### src/rtl/core/mbd_pkg.sv
package mbd_pkg;

  localparam int CHAN_W            = 8;
  localparam int SUM_W             = CHAN_W + 1;
  localparam int LINE_W            = 3 * SUM_W;
  localparam int LOG2_W            = 4;
  localparam int LOG2_LIMIT        = 11;
  localparam int CNT_W             = LOG2_LIMIT;
  localparam int SLOT_W            = CNT_W - 1;
  localparam int DEFAULT_MAX_WIDTH = 2048;
  localparam int CFG_INDEX_W       = 1;

  // register indexes
  localparam logic [CFG_INDEX_W-1:0] REG_WIDTH_LOG2  = 1'b0;
  localparam logic [CFG_INDEX_W-1:0] REG_HEIGHT_LOG2 = 1'b1;

  typedef enum logic [1:0] {
    MODE_PASS  = 2'd0,   // 1x1 source
    MODE_VPAIR = 2'd1,   // one pixel wide
    MODE_HPAIR = 2'd2,   // one row high
    MODE_QUAD  = 2'd3    // full 2x2 box
  } mode_t;

  typedef struct packed {
    mode_t             mode;
    logic              emit;     // this item yields an output pixel
    logic              hold;     // capture pixel into held register
    logic              line_wr;  // write pair sum to line store
    logic              last;
    logic [SLOT_W-1:0] slot;
  } ctrl_t;

endpackage

### src/rtl/core/mbd_average.sv
module mbd_average
  import mbd_pkg::*;
(
  input  logic              clk,
  input  logic              load,
  input  logic              quad,
  input  logic              last_in,
  input  logic [LINE_W-1:0] sums,
  input  logic [LINE_W-1:0] above,
  output logic [CHAN_W-1:0] red_out,
  output logic [CHAN_W-1:0] green_out,
  output logic [CHAN_W-1:0] blue_out,
  output logic              last_pixel
);

  logic [CHAN_W-1:0] avg [3];

  always_comb begin
    for (int c = 0; c < 3; c++) begin
      logic [SUM_W+1:0] quad_sum;
      logic [SUM_W:0]   pair_sum;
      quad_sum = (SUM_W + 2)'(sums[c*SUM_W +: SUM_W])
               + (SUM_W + 2)'(above[c*SUM_W +: SUM_W])
               + (SUM_W + 2)'(2);
      pair_sum = (SUM_W + 1)'(sums[c*SUM_W +: SUM_W]) + (SUM_W + 1)'(1);
      // round half up; results never exceed 255
      avg[c] = quad ? quad_sum[CHAN_W+1:2] : pair_sum[CHAN_W:1];
    end
  end

  always_ff @(posedge clk) begin
    if (load) begin
      red_out    <= avg[0];
      green_out  <= avg[1];
      blue_out   <= avg[2];
      last_pixel <= last_in;
    end
  end

endmodule

### config.mk
export PLATFORM = sky130hd
export DESIGN_NAME = mbd_average
export DESIGN_NICKNAME = d
export VERILOG_FILES = /design/src/rtl/core/mbd_pkg.sv /design/src/rtl/core/mbd_average.sv
export SDC_FILE = /design/constraint.sdc
export NUM_CORES = 1
export LEC_CHECK = 0
export ABC_AREA = 1
export BUFFER_PORTS_ARGS = -buffer_cell sky130_fd_sc_hd__buf_2
export CAP_MARGIN = 10
export CORE_MARGIN = 5
export CORE_UTILIZATION = 53
export DETAILED_ROUTE_END_ITERATION = 8
export PLACE_DENSITY_LB_ADDON = 0.1
export SLEW_MARGIN = 20
export SYNTH_ARGS = -nofsm -noshare
export SYNTH_HDL_FRONTEND = slang
export SYNTH_SLANG_ARGS = --single-unit
### constraint.sdc
create_clock -name clk -period 2.1 [get_ports clk]
set_clock_uncertainty 0.15 [all_clocks]
set_input_delay 0.105 -clock clk [delete_from_list [all_inputs] [get_ports clk]]
set_output_delay 0.105 -clock clk [all_outputs]
set_load 0.05 [all_outputs]
# Yosys cells after proc, flatten, opt, wreduce, memory -nomap -nowiden
# Cells that the tools add are included.
# classes
n_addsub	9
mux	3
# op_table
cell	n
10-bit by 2-bit adder with 10-bit output, second input constant	3
9-bit by 9-bit adder with 10-bit output	3
9-bit by 1-bit adder with 9-bit output, second input constant	3
8-bit two-way mux	3
# totals
regBits	25
input_bits	58
out_inout_bits	25
wordCells	16

# Longest topological paths before layout
# depth
ltp_word	3
mapped_depth	13
depth_no_buf	13

# Worst setup path before layout
# OpenSTA, ideal clock, no wires.
# synth_path
kind	input to register
startpoint	input port sums[10]
endpoint	register green_out[5], data pin
setup_time_ns	0.253
arrival_time_ns	1.549
required_ns	1.697
slack_ns	0.148
cell_stages	13
path_buffers	0
path_cell_list	inv_1 > ha_1 > nor2_1 > inv_1 > fa_1 > inv_1 > nand2_1 > a21oi_1 > nand2_1 > nand2_1 > nand2_1 > nand3_1 > nand2_1
# synth_lines
item	line_no	rtl
start: declaration	mbd_average.sv:8	input logic [LINE_W-1:0] sums,
end signal: assignment	mbd_average.sv:34	green_out <= avg[1];
end: declaration	mbd_average.sv:11	output logic [CHAN_W-1:0] green_out,

==> run summary <==
total CTS buffers -> 3
Final setup viols -> 0
io pins -> 83
share of cells above drive strength 1 -> 0.2056
Psw -> 0.7935 mW
routed vias/inst -> 4.891
count of state elements after synthesis -> 25
Synth Area per Inst -> 7.061 um^2
non-filler cells, final -> 571
clk buf depth -> 2
Compound-Gate Fraction of Synth Area -> 0.07532
status -> completed
Worst EP required -> 1.99 ns
aggregate global-route resource usage -> 0.1880
crit start category -> primary input
clock slew at the register clock pins of the worst setup and hold paths -> 0.09 ns
post-synthesis simple-gate area fraction -> 0.2891
Final min period -> 1.907 ns
root buffer cell -> clkbuf_8
CTS tree -> built
fmax -> 0.5243 GHz
synthesized area -> 2874 um^2
Die W -> 83.64 um
Post-DRT Antenna Nets -> 0
Placed Instances -> 566
share of async-settable or async-resettable flops after synthesis -> 0
Finished Cell Area -> 3502 um^2
Worst Setup EP -> green_out[5]
CP arrival -> 1.80 ns
Post-Route M1 WL -> 2910 um
number of max-cap violations -> 0
Crit Path Max Fanout -> 3
Syn Nets -> 516
Post-synth EDFFs -> 25
crit path kind -> primary input to flop
hold slack -> 0.08016 ns
core region area -> 5172 um^2
number of buffers added on ports -> 82
max-slew violations -> 0
initial core utilization -> 0.5556
Synth Warn # -> 0
Max IR drop VDD -> 303.2 uV
RSZ-0062 raised after global routing -> false
DR WL/cell -> 11.26 um
# DRC -> 0
Setup crit start -> sums[10]
clock sinks -> 25
Syn Inst Count -> 407
Layout area overhead -> 21.85%
initial antenna violation count -> 0
number of DRC markers in iteration 0 -> 99
first-pass GRT wire length -> 11220 um
main flop type after synthesis -> edfxtp_1
Util after Layout -> 0.6771
worst slew pin tran -> 0.5744 ns
Leak -> 1.990 nW
clock share of power -> 0.157
die height -> 83.64 um
main combinational cell family by area after synthesis -> simple AND/OR/NAND/NOR gates
mux cell area share after synthesis -> 0
Synth cell types -> 19
Met2 Wirelength -> 3036 um
gp weighted congestion -> 0.8375
Routed met3 length -> 348 um
combinational share of power -> 0.499
largest net degree at the start of global routing -> 26
worst relative slew slack -> 0.6170
post-synthesis sequential area ratio -> 0.2612
post-DP HPWL -> 5388 um
xor/xnor share of the synthesized area -> 0.03962
Final nets -> 611
Seq pwr share -> 0.344
Sw Share -> 0.4247
Final Power -> 1.868 mW
Final Hold Vio Count -> 0
DR top layer -> met4
Period Utilization, post-route -> 0.9082
vias in the first global route -> 2672
via count -> 2793
P_int -> 1.075 mW
Worst setup EP type -> flop
adder-cell share of the synthesized area -> 0.2299
DP Area -> 3435 um^2
gr ovfl total -> 0
commonest non-fill, non-tap cells in the layout -> nand2_1 (128), buf_2 (82), inv_1 (74), ha_1 (48), nand3_1 (36)
final wirelength -> 6431 um
commonest non-fill, non-tap cell in the layout -> nand2_1
ANT cells -> 0
H-tree Lvls -> 1
pwr/cell area -> 533.5 nW/um^2
FP Rows -> 26
Pre-antenna DRT Iters -> 4
die area -> 6996 um^2
Min-Delay Path Class -> primary input to flop
==> power groups by stage <==
stage	Clock, mW	Combinational, mW	Sequential, mW
after global routing	0.319	1.05	0.650
after floorplan	0	0.441	0.884
final	0.293	0.933	0.643
after global placement	0	0.904	0.654
after CTS	0.299	0.932	0.644
after detailed placement	0	0.927	0.656
==> critical path, cell delays in order <==
cell and delay, ns:
buf_2 0.09, inv_1 0.04, ha_1 0.29, nor2_2 0.13, inv_1 0.07, fa_1 0.35, inv_1 0.09, nand2_2 0.06
a21oi_2 0.20, nand2_1 0.11, nand2_1 0.08, nand2_1 0.06, nand3_1 0.07, nand2_1 0.05
==> cells in the mapped netlist, types with 2 or more instances <==
cell	count	share of area
a21oi_1	20	0.035
buf_2	4	0.0070
edfxtp_1	25	0.26
fa_1	3	0.021
ha_1	48	0.21
inv_1	74	0.097
nand2_1	129	0.17
nand3_1	36	0.063
nand3b_1	4	0.010
nand4_1	2	0.0044
nor2_1	23	0.030
nor3_4	2	0.011
o21ai_0	19	0.033
o21bai_1	2	0.0052
xnor2_1	3	0.0091
xor2_1	10	0.030
==> routing by layer <==
layer | GRT usage | up-vias
li1 | - | 1512
met1 | 0.2287 | 1204
met2 | 0.3369 | 64
met3 | 0.02665 | 13
met4 | 0.06433 | 0
met5 | 0 | -
==> state kept, by name, indices dropped and copies added (netlist names) <==
| signal | cells |
|---|---|
| blue_out | 8 |
| last_pixel | 1 |
| red_out | 8 |
| green_out | 8 |
==> final cells by class <==
cell class | count | area (um^2)
multi-input combinational | 303 | 1834
clock buffer | 4 | 45.04
fill | 472 | 1670
timing repair buffer | 94 | 503.0
sequential | 25 | 750.7
tap | 70 | 87.58
inverter | 75 | 281.5
==> per-stage QoR <==
stage / TNS [ns] / setup WS (ns)
2_1_floorplan: 0 / 0.1484
3_3_place_gp: -0.3343 / -0.08676
3_5_place_dp: -0.9166 / -0.2222
4_1_cts: 0 / 0.06384
5_1_grt: 0 / 0.01424
6_report: 0 / 0.1927
==> cells by family (layout without fill, tap and decap cells) <==
family | after synthesis | after routing
buf+inv | 79 | 173
flops | 25 | 25
xor+xnor | 13 | 13
compound gates | 42 | 42
fa+ha+maj | 51 | 51
simple gates | 197 | 197
==> worst min path at each step <==
stage | from | slack, ns | cells after the start | end
finish | sums[26] | 0.08 | 4 | blue_out[7]
global route | sums[17] | 0.10 | 5 | green_out[7]
CTS | sums[26] | 0.08 | 4 | blue_out[7]
detailed placement | last_in | 0.14 | 1 | last_pixel
global placement | last_in | 0.14 | 1 | last_pixel
floorplan | last_in | 0.05 | 0 | last_pixel
==> repair_timing <==
item                                   4_1_cts  5_1_grt
endpoints found under the hold margin        1        0
gates resized for setup                      0        4
hold buffers                                 1        0
setup endpoints to repair                    0        3
setup buffers                                0        0
No activity file was read; power rests on OpenSTA's default activity.
