**src/rtl/core/mbd_pkg.sv**
```systemverilog
package mbd_pkg;

  localparam int CHAN_W            = 8;
  localparam int SUM_W             = CHAN_W + 1;
  localparam int LINE_W            = 3 * SUM_W;
  localparam int LOG2_W            = 4;
  localparam int LOG2_LIMIT        = 11;
  localparam int CNT_W             = LOG2_LIMIT;
  localparam int SLOT_W            = CNT_W - 1;
  localparam int DEFAULT_MAX_WIDTH = 2048;
  localparam int CFG_INDEX_W       = 1;

  // register indexes
  localparam logic [CFG_INDEX_W-1:0] REG_WIDTH_LOG2  = 1'b0;
  localparam logic [CFG_INDEX_W-1:0] REG_HEIGHT_LOG2 = 1'b1;

  typedef enum logic [1:0] {
    MODE_PASS  = 2'd0,   // 1x1 source
    MODE_VPAIR = 2'd1,   // one pixel wide
    MODE_HPAIR = 2'd2,   // one row high
    MODE_QUAD  = 2'd3    // full 2x2 box
  } mode_t;

  typedef struct packed {
    mode_t             mode;
    logic              emit;     // this item yields an output pixel
    logic              hold;     // capture pixel into held register
    logic              line_wr;  // write pair sum to line store
    logic              last;
    logic [SLOT_W-1:0] slot;
  } ctrl_t;

endpackage

```
**src/rtl/core/mbd_frame_ctrl.sv**
```systemverilog
module mbd_frame_ctrl
  import mbd_pkg::*;
#(
  parameter int MAX_WIDTH = DEFAULT_MAX_WIDTH
) (
  input  logic                   clk,
  input  logic                   rst,
  input  logic                   cfg_write,
  input  logic [CFG_INDEX_W-1:0] cfg_index,
  input  logic [LOG2_W-1:0]      cfg_data,
  input  logic                   advance,
  output ctrl_t                  ctrl
);

  // floor(log2(MAX_WIDTH)), capped at the register limit
  localparam int FLOOR_LOG2 = $clog2(MAX_WIDTH + 1) - 1;
  localparam int WLOG_MAX   = (FLOOR_LOG2 > LOG2_LIMIT) ? LOG2_LIMIT : FLOOR_LOG2;

  logic [LOG2_W-1:0] width_log2;
  logic [LOG2_W-1:0] height_log2;
  logic [CNT_W-1:0]  column_count;
  logic [CNT_W-1:0]  row_count;
  logic [CNT_W-1:0]  column_count_next;
  logic [CNT_W-1:0]  row_count_next;

  logic [LOG2_W-1:0] wl;
  logic [LOG2_W-1:0] hl;
  logic [CNT_W:0]    w_full;
  logic [CNT_W:0]    h_full;
  logic [CNT_W:0]    w_mask;
  logic [CNT_W:0]    h_mask;
  logic              col_end;
  logic              row_end;
  logic              col_odd;
  logic              row_odd;

  always_comb begin
    wl      = (width_log2 > LOG2_W'(WLOG_MAX)) ? LOG2_W'(WLOG_MAX) : width_log2;
    hl      = (height_log2 > LOG2_W'(LOG2_LIMIT)) ? LOG2_W'(LOG2_LIMIT) : height_log2;
    w_full  = (CNT_W + 1)'(1) << wl;
    h_full  = (CNT_W + 1)'(1) << hl;
    w_mask  = w_full - (CNT_W + 1)'(1);
    h_mask  = h_full - (CNT_W + 1)'(1);
    col_end = (column_count == w_mask[CNT_W-1:0]);
    row_end = (row_count == h_mask[CNT_W-1:0]);
    col_odd = column_count[0];
    row_odd = row_count[0];

    if (wl == '0 && hl == '0) begin
      ctrl.mode = MODE_PASS;
    end else if (wl == '0) begin
      ctrl.mode = MODE_VPAIR;
    end else if (hl == '0) begin
      ctrl.mode = MODE_HPAIR;
    end else begin
      ctrl.mode = MODE_QUAD;
    end

    case (ctrl.mode)
      MODE_PASS: begin
        ctrl.emit = 1'b1;
        ctrl.hold = 1'b0;
      end
      MODE_VPAIR: begin
        ctrl.emit = row_odd;
        ctrl.hold = !row_odd;
      end
      MODE_HPAIR: begin
        ctrl.emit = col_odd;
        ctrl.hold = !col_odd;
      end
      default: begin
        ctrl.emit = col_odd && row_odd;
        ctrl.hold = !col_odd;
      end
    endcase
    ctrl.line_wr = (ctrl.mode == MODE_QUAD) && col_odd && !row_odd;
    ctrl.last    = col_end && row_end;
    ctrl.slot    = column_count[CNT_W-1:1];

    if (col_end) begin
      column_count_next = '0;
      row_count_next    = row_end ? '0 : row_count + CNT_W'(1);
    end else begin
      column_count_next = column_count + CNT_W'(1);
      row_count_next    = row_count;
    end
  end

  always_ff @(posedge clk) begin
    if (rst) begin
      width_log2   <= '0;
      height_log2  <= '0;
      column_count <= '0;
      row_count    <= '0;
    end else if (cfg_write) begin
      case (cfg_index)
        REG_WIDTH_LOG2:  width_log2  <= cfg_data;
        REG_HEIGHT_LOG2: height_log2 <= cfg_data;
        default: ;
      endcase
      column_count <= '0;
      row_count    <= '0;
    end else if (advance) begin
      column_count <= column_count_next;
      row_count    <= row_count_next;
    end
  end

endmodule

```
**config.mk**
```make
export PLATFORM = sky130hd
export DESIGN_NAME = mbd_frame_ctrl
export DESIGN_NICKNAME = d
export VERILOG_FILES = /design/src/rtl/core/mbd_pkg.sv /design/src/rtl/core/mbd_frame_ctrl.sv
export SDC_FILE = /design/constraint.sdc
export NUM_CORES = 1
export LEC_CHECK = 0
export ABC_AREA = 1
export BUFFER_PORTS_ARGS = -buffer_cell sky130_fd_sc_hd__buf_4
export CORE_ASPECT_RATIO = 0.75
export CORE_MARGIN = 3
export CORE_UTILIZATION = 40
export CTS_BUF_LIST = sky130_fd_sc_hd__clkbuf_2 sky130_fd_sc_hd__clkbuf_4 sky130_fd_sc_hd__clkbuf_8
export DETAILED_ROUTE_END_ITERATION = 16
export PLACE_DENSITY = 0.6
export SYNTH_ARGS = -nofsm -noshare
export SYNTH_HDL_FRONTEND = slang
export SYNTH_SLANG_ARGS = --single-unit
```
**constraint.sdc**
```tcl
create_clock -name clk -period 6.01 [get_ports clk]
set_clock_uncertainty 0.2 [all_clocks]
set_input_delay 0.601 -clock clk [delete_from_list [all_inputs] [get_ports clk]]
set_output_delay 0.601 -clock clk [all_outputs]
set_load 0.01 [all_outputs]
```
-- Yosys cells after proc, flatten, opt, wreduce, memory -nomap -nowiden
Index checks and enable logic that the tools add are counted.
- div/mod/pow operators: 0
- bitwise operators: 1
- shifts and indexed selects: 2
- reduce and logical (&&, ||, !) cells: 14
- eq/ne operators: 5
- multiply operators: 0
- mux-type cells: 8
- order comparisons: 2
- $add $sub $neg: 4
- operators with widths (cell ; count):
    11-bit by 1-bit adder with 11-bit output, second input constant ; 2
    11-bit equality test ; 2
    11-bit two-way mux ; 2
    1-bit by 4-bit left shift with 11-bit output, first input constant ; 2
    11-bit by 1-bit subtractor with 11-bit output, second input constant ; 2
    4-bit > comparator, second input constant ; 2
    4-bit zero test ; 2
    4-bit two-way mux ; 2
    2-bit case mux with 3 select lines ; 1
    2-bit AND reduction ; 3
    1-bit logical AND ; 5
    2-bit equality test, second input constant ; 2
    2-bit two-way mux ; 2
    2-bit by 1-bit equality test with 1-bit output, second input constant ; 1
    1-bit zero test ; 2
    2-bit zero test ; 1
    2-bit OR reduction ; 1
    1-bit two-way mux ; 1
    1-bit inverter ; 1
- output and inout bits: 16
- bits in latches: 0
- bits in registers: 30
- memories kept: 0
- RAM bits: 0
- word-level logic and storage cells: 40
- memory bits (read-only): 0
- bits of input ports: 9

-- Logic depth before layout (Yosys ltp)
- depth after elaboration: 9
- depth in mapped cells: 16
- depth with buffers taken out: 15

-- Worst setup path after synthesis
Ideal clock, no wire load.
- kind: register -> output
- from: register height_log2[3]
- to: output port ctrl[10] (netlist name)
- path buffers: 1
- stages on the path, launching flop included: 13
- slack: 3.250 ns
- required time: 5.209 ns
- arrival time: 1.959 ns
- cell sequence: dfxtp_1 buf_4 nor2_8 nand3_1 ha_1 xnor2_1 nor2_1 nand3_1 nor2_1 nand3_1 nor2_4 inv_2 nor3_1
- RTL lines (item ; RTL line ; text):
    from (decl) ; mbd_frame_ctrl.sv:20 ; logic [LOG2_W-1:0] height_log2;
    from (signal assigned) ; mbd_frame_ctrl.sv:99 ; REG_HEIGHT_LOG2: height_log2 <= cfg_data;
    to (decl) ; mbd_frame_ctrl.sv:12 ; output ctrl_t ctrl

==> flow_summary.json <==
{
  "status": "finished, final reports clean",
  "die_w_um": 97.7,
  "antenna_found_initial": 0,
  "tns_ns": 0,
  "finalMaxSlewViolations": 0,
  "clock_path_buffers": 2,
  "rr_endpoint": "column_count[5]",
  "crit_fanout": 11,
  "synth_seq_cells": 30,
  "synth-seq-area-share_pct": 23.8,
  "hpwlAfterDp_um": 4950,
  "cellLeakagePower_uw": 0.00135,
  "crit_chain": "nor2_8, nand3_2, ha_1, inv_1, nand4_1, nand2_1, nand2_1, nand2_1, nor2_1, nand3_1, nor3_1, buf_4",
  "min_period_ns": 3.29,
  "cpPeakStageDelay_ns": 0.68,
  "wl_per_cell_um": 12.3,
  "max_freq_mhz": 304,
  "hp-class": "register to register",
  "via_per_inst": 4.98,
  "min_from": "row_count[10]",
  "io_buffers": 24,
  "clk_latency_ns": 0.29,
  "required_ns": 5.21,
  "cp-end-kind": "primary output",
  "synth_cell_type_count": 32,
  "grt_max_degree": 12,
  "clkSinkCount": 30,
  "syn-cell-area_um2": 2520,
  "cts.clk_slew.worst_paths_ns": 0.07,
  "n_antenna_cell": 0,
  "yosys-top-cells-area": "dfxtp_1, nand2_1, nand3_1",
  "synth_top_area_share_pct": 23.8,
  "cts-htree-levels": 2,
  "core_area_um2": 5950,
  "synthCells": 412,
  "postSynth.asyncResetShare_pct": 0,
  "whs_path_depth": 2,
  "die_h_um": 74.8,
  "antenna_left": 0,
  "syn-mean-instance-area_um2": 6.13,
  "hold_viol_final": 0,
  "synthTopCellsByCount": "nand2_1, inv_1, nand3_1",
  "tightest_slew_ns": 0.569,
  "synth_area_leader_cell": "dfxtp_1",
  "setup.worst_path.start_class": "register",
  "ir_drop_uv": 138,
  "slew_headroom_pct": 62.0,
  "drive_gt1_share_pct": 15.2,
  "crit_family": "simple AND/OR/NAND/NOR gates",
  "synth_most_common_cell": "nand2_1",
  "cts_buffers": 5,
  "slowest_stage": "dfxtp_1",
  "hold_buffers": 0,
  "hold_end": "row_count[10]",
  "reg2reg_from": "width_log2[3]",
  "gp_congestion": 0.862,
  "power_density_nw_per_um2": 218,
  "cts_setup_buffers": 0,
  "cp_common_cell": "nand2_1",
  "track_usage_pct": 18.3,
  "nets": 440,
  "drt_iter0_drc": 190,
  "total_power_uw": 617,
  "pin_count": 25,
  "place_ws_ns": 2.98,
  "reg2reg_slack_ns": 3.38,
  "drt-pass1-iter-count": 5,
  "root_buffer": "clkbuf_8",
  "grt_pass1_vias": 2226,
  "routed_wl_um": 6250,
  "grt-ovfl-total": 0,
  "synthFlopType": "dfxtp_1",
  "cp.buffers_inverters": 2,
  "synth_edf_count": 0,
  "criticalPathCategory": "register to primary output",
  "worstPathArrival_ns": 2.49,
  "vias": 2519,
  "yosys_warnings": 0,
  "setup_violations": 0,
  "areaGrowthSynthToFinish_pct": 12.0,
  "layout_setup_ws_ns": 2.72,
  "dieArea_um2": 7310,
  "reg2reg_depth": 15,
  "fin_crit_sh_pct": 54.7,
  "initial_core_util_pct": 42.4,
  "fin_util_pct": 47.6,
  "drc": 0,
  "cts-resized-gates": 0,
  "cts_tree": "built",
  "grt_pass1_wl_um": 10800,
  "max_cap_violations": 0,
  "row_count": 24,
  "rsz0062_at_grt": "false",
  "synth.net_count": 425
}
[flip-flops by register name, indices dropped and copies added, names as in the netlist]
name and flops:
column_count 11, height_log2 4, row_count 11, width_log2 4
[cell type report]
cell class | count | area [um^2]
fillers | 631 | 3120
multi-input cells | 305 | 1580
flip-flops and latches | 30 | 601
inverters | 61 | 229
repair buffers | 24 | 180
well taps | 78 | 97.6
clock buffers | 6 | 82.6
clock inverters | 2 | 60.1
[where the power goes]
| group | leakage (uW) | switching [uW] | internal, uW |
|---|---|---|---|
| combinational | 0.00104 | 90.6 | 51.4 |
| sequential | 0.000243 | 10.3 | 203 |
| clock | 0.0000714 | 84.5 | 177 |
[cells in the final DEF, fill, tap and decap left out, drive strengths merged, types with 2 or more instances in the layout]
master	Yosys	final
clkbuf	2	6
xor2	11	11
nand4	11	11
a21oi	13	13
a211oi	8	8
nor2	54	54
nor3	7	7
o21ai	8	8
inv	60	60
ha	4	4
or2	3	3
buf	14	24
xnor2	5	5
nand3	53	53
nand2	126	126
bufinv	0	2
dfxtp	30	30
[worst register-to-register path, stage by stage, from the launching register on]
cell and delay (ns):
dfxtp_1 0.49, nor2_8 0.25, nand3_2 0.12, ha_1 0.32
or2_2 0.29, nand2_1 0.07, nor2_1 0.04, nand3_1 0.06
nor2_1 0.05, nand3_1 0.06, nor2_1 0.04, nand3_1 0.12
nand2_1 0.15, inv_2 0.17, nand3_1 0.09, inv_1 0.05
[layer usage]
metal	GRT usage, %	vias to the layer above	share of wire, %
met1	28.4	1123	56
met3	4.44	2	6.1
met5	0	-	0
li1	-	1329	-
met2	25.1	65	37
met4	3.99	0	0.48
[through the flow]
step	hold WS (ns)	cells	cell area (um^2)
floorplan	0.255	412	2520
global placement	0.277	498	2690
detailed placement	0.284	498	2690
CTS	0.298	506	2830
global route	0.320	506	2830
finish	0.300	506	2830
[how the worst max path moves through the flow]
stage	startpoint	endpoint	slack, ns	cells past startpoint
final	width_log2[3]	ctrl[10]	2.72	12
after global routing	height_log2[3]	ctrl[10]	2.46	12
after CTS	height_log2[3]	ctrl[10]	2.68	12
after detailed placement	height_log2[3]	ctrl[10]	2.98	12
after global placement	width_log2[3]	ctrl[10]	3.04	12
after floorplan	height_log2[3]	ctrl[10]	3.25	12
[cells by family after synthesis]
family / Yosys count / synth area share (%)
flip-flops: 30 / 23.8
XOR/XNOR: 16 / 5.55
AO/OA/AOI/OAI: 30 / 6.99
buffers and inverters: 77 / 13.7
adder cells (fa/ha/maj): 4 / 1.98
AND/OR/NAND/NOR: 255 / 48.0
Power figures use the tool's default switching activity.
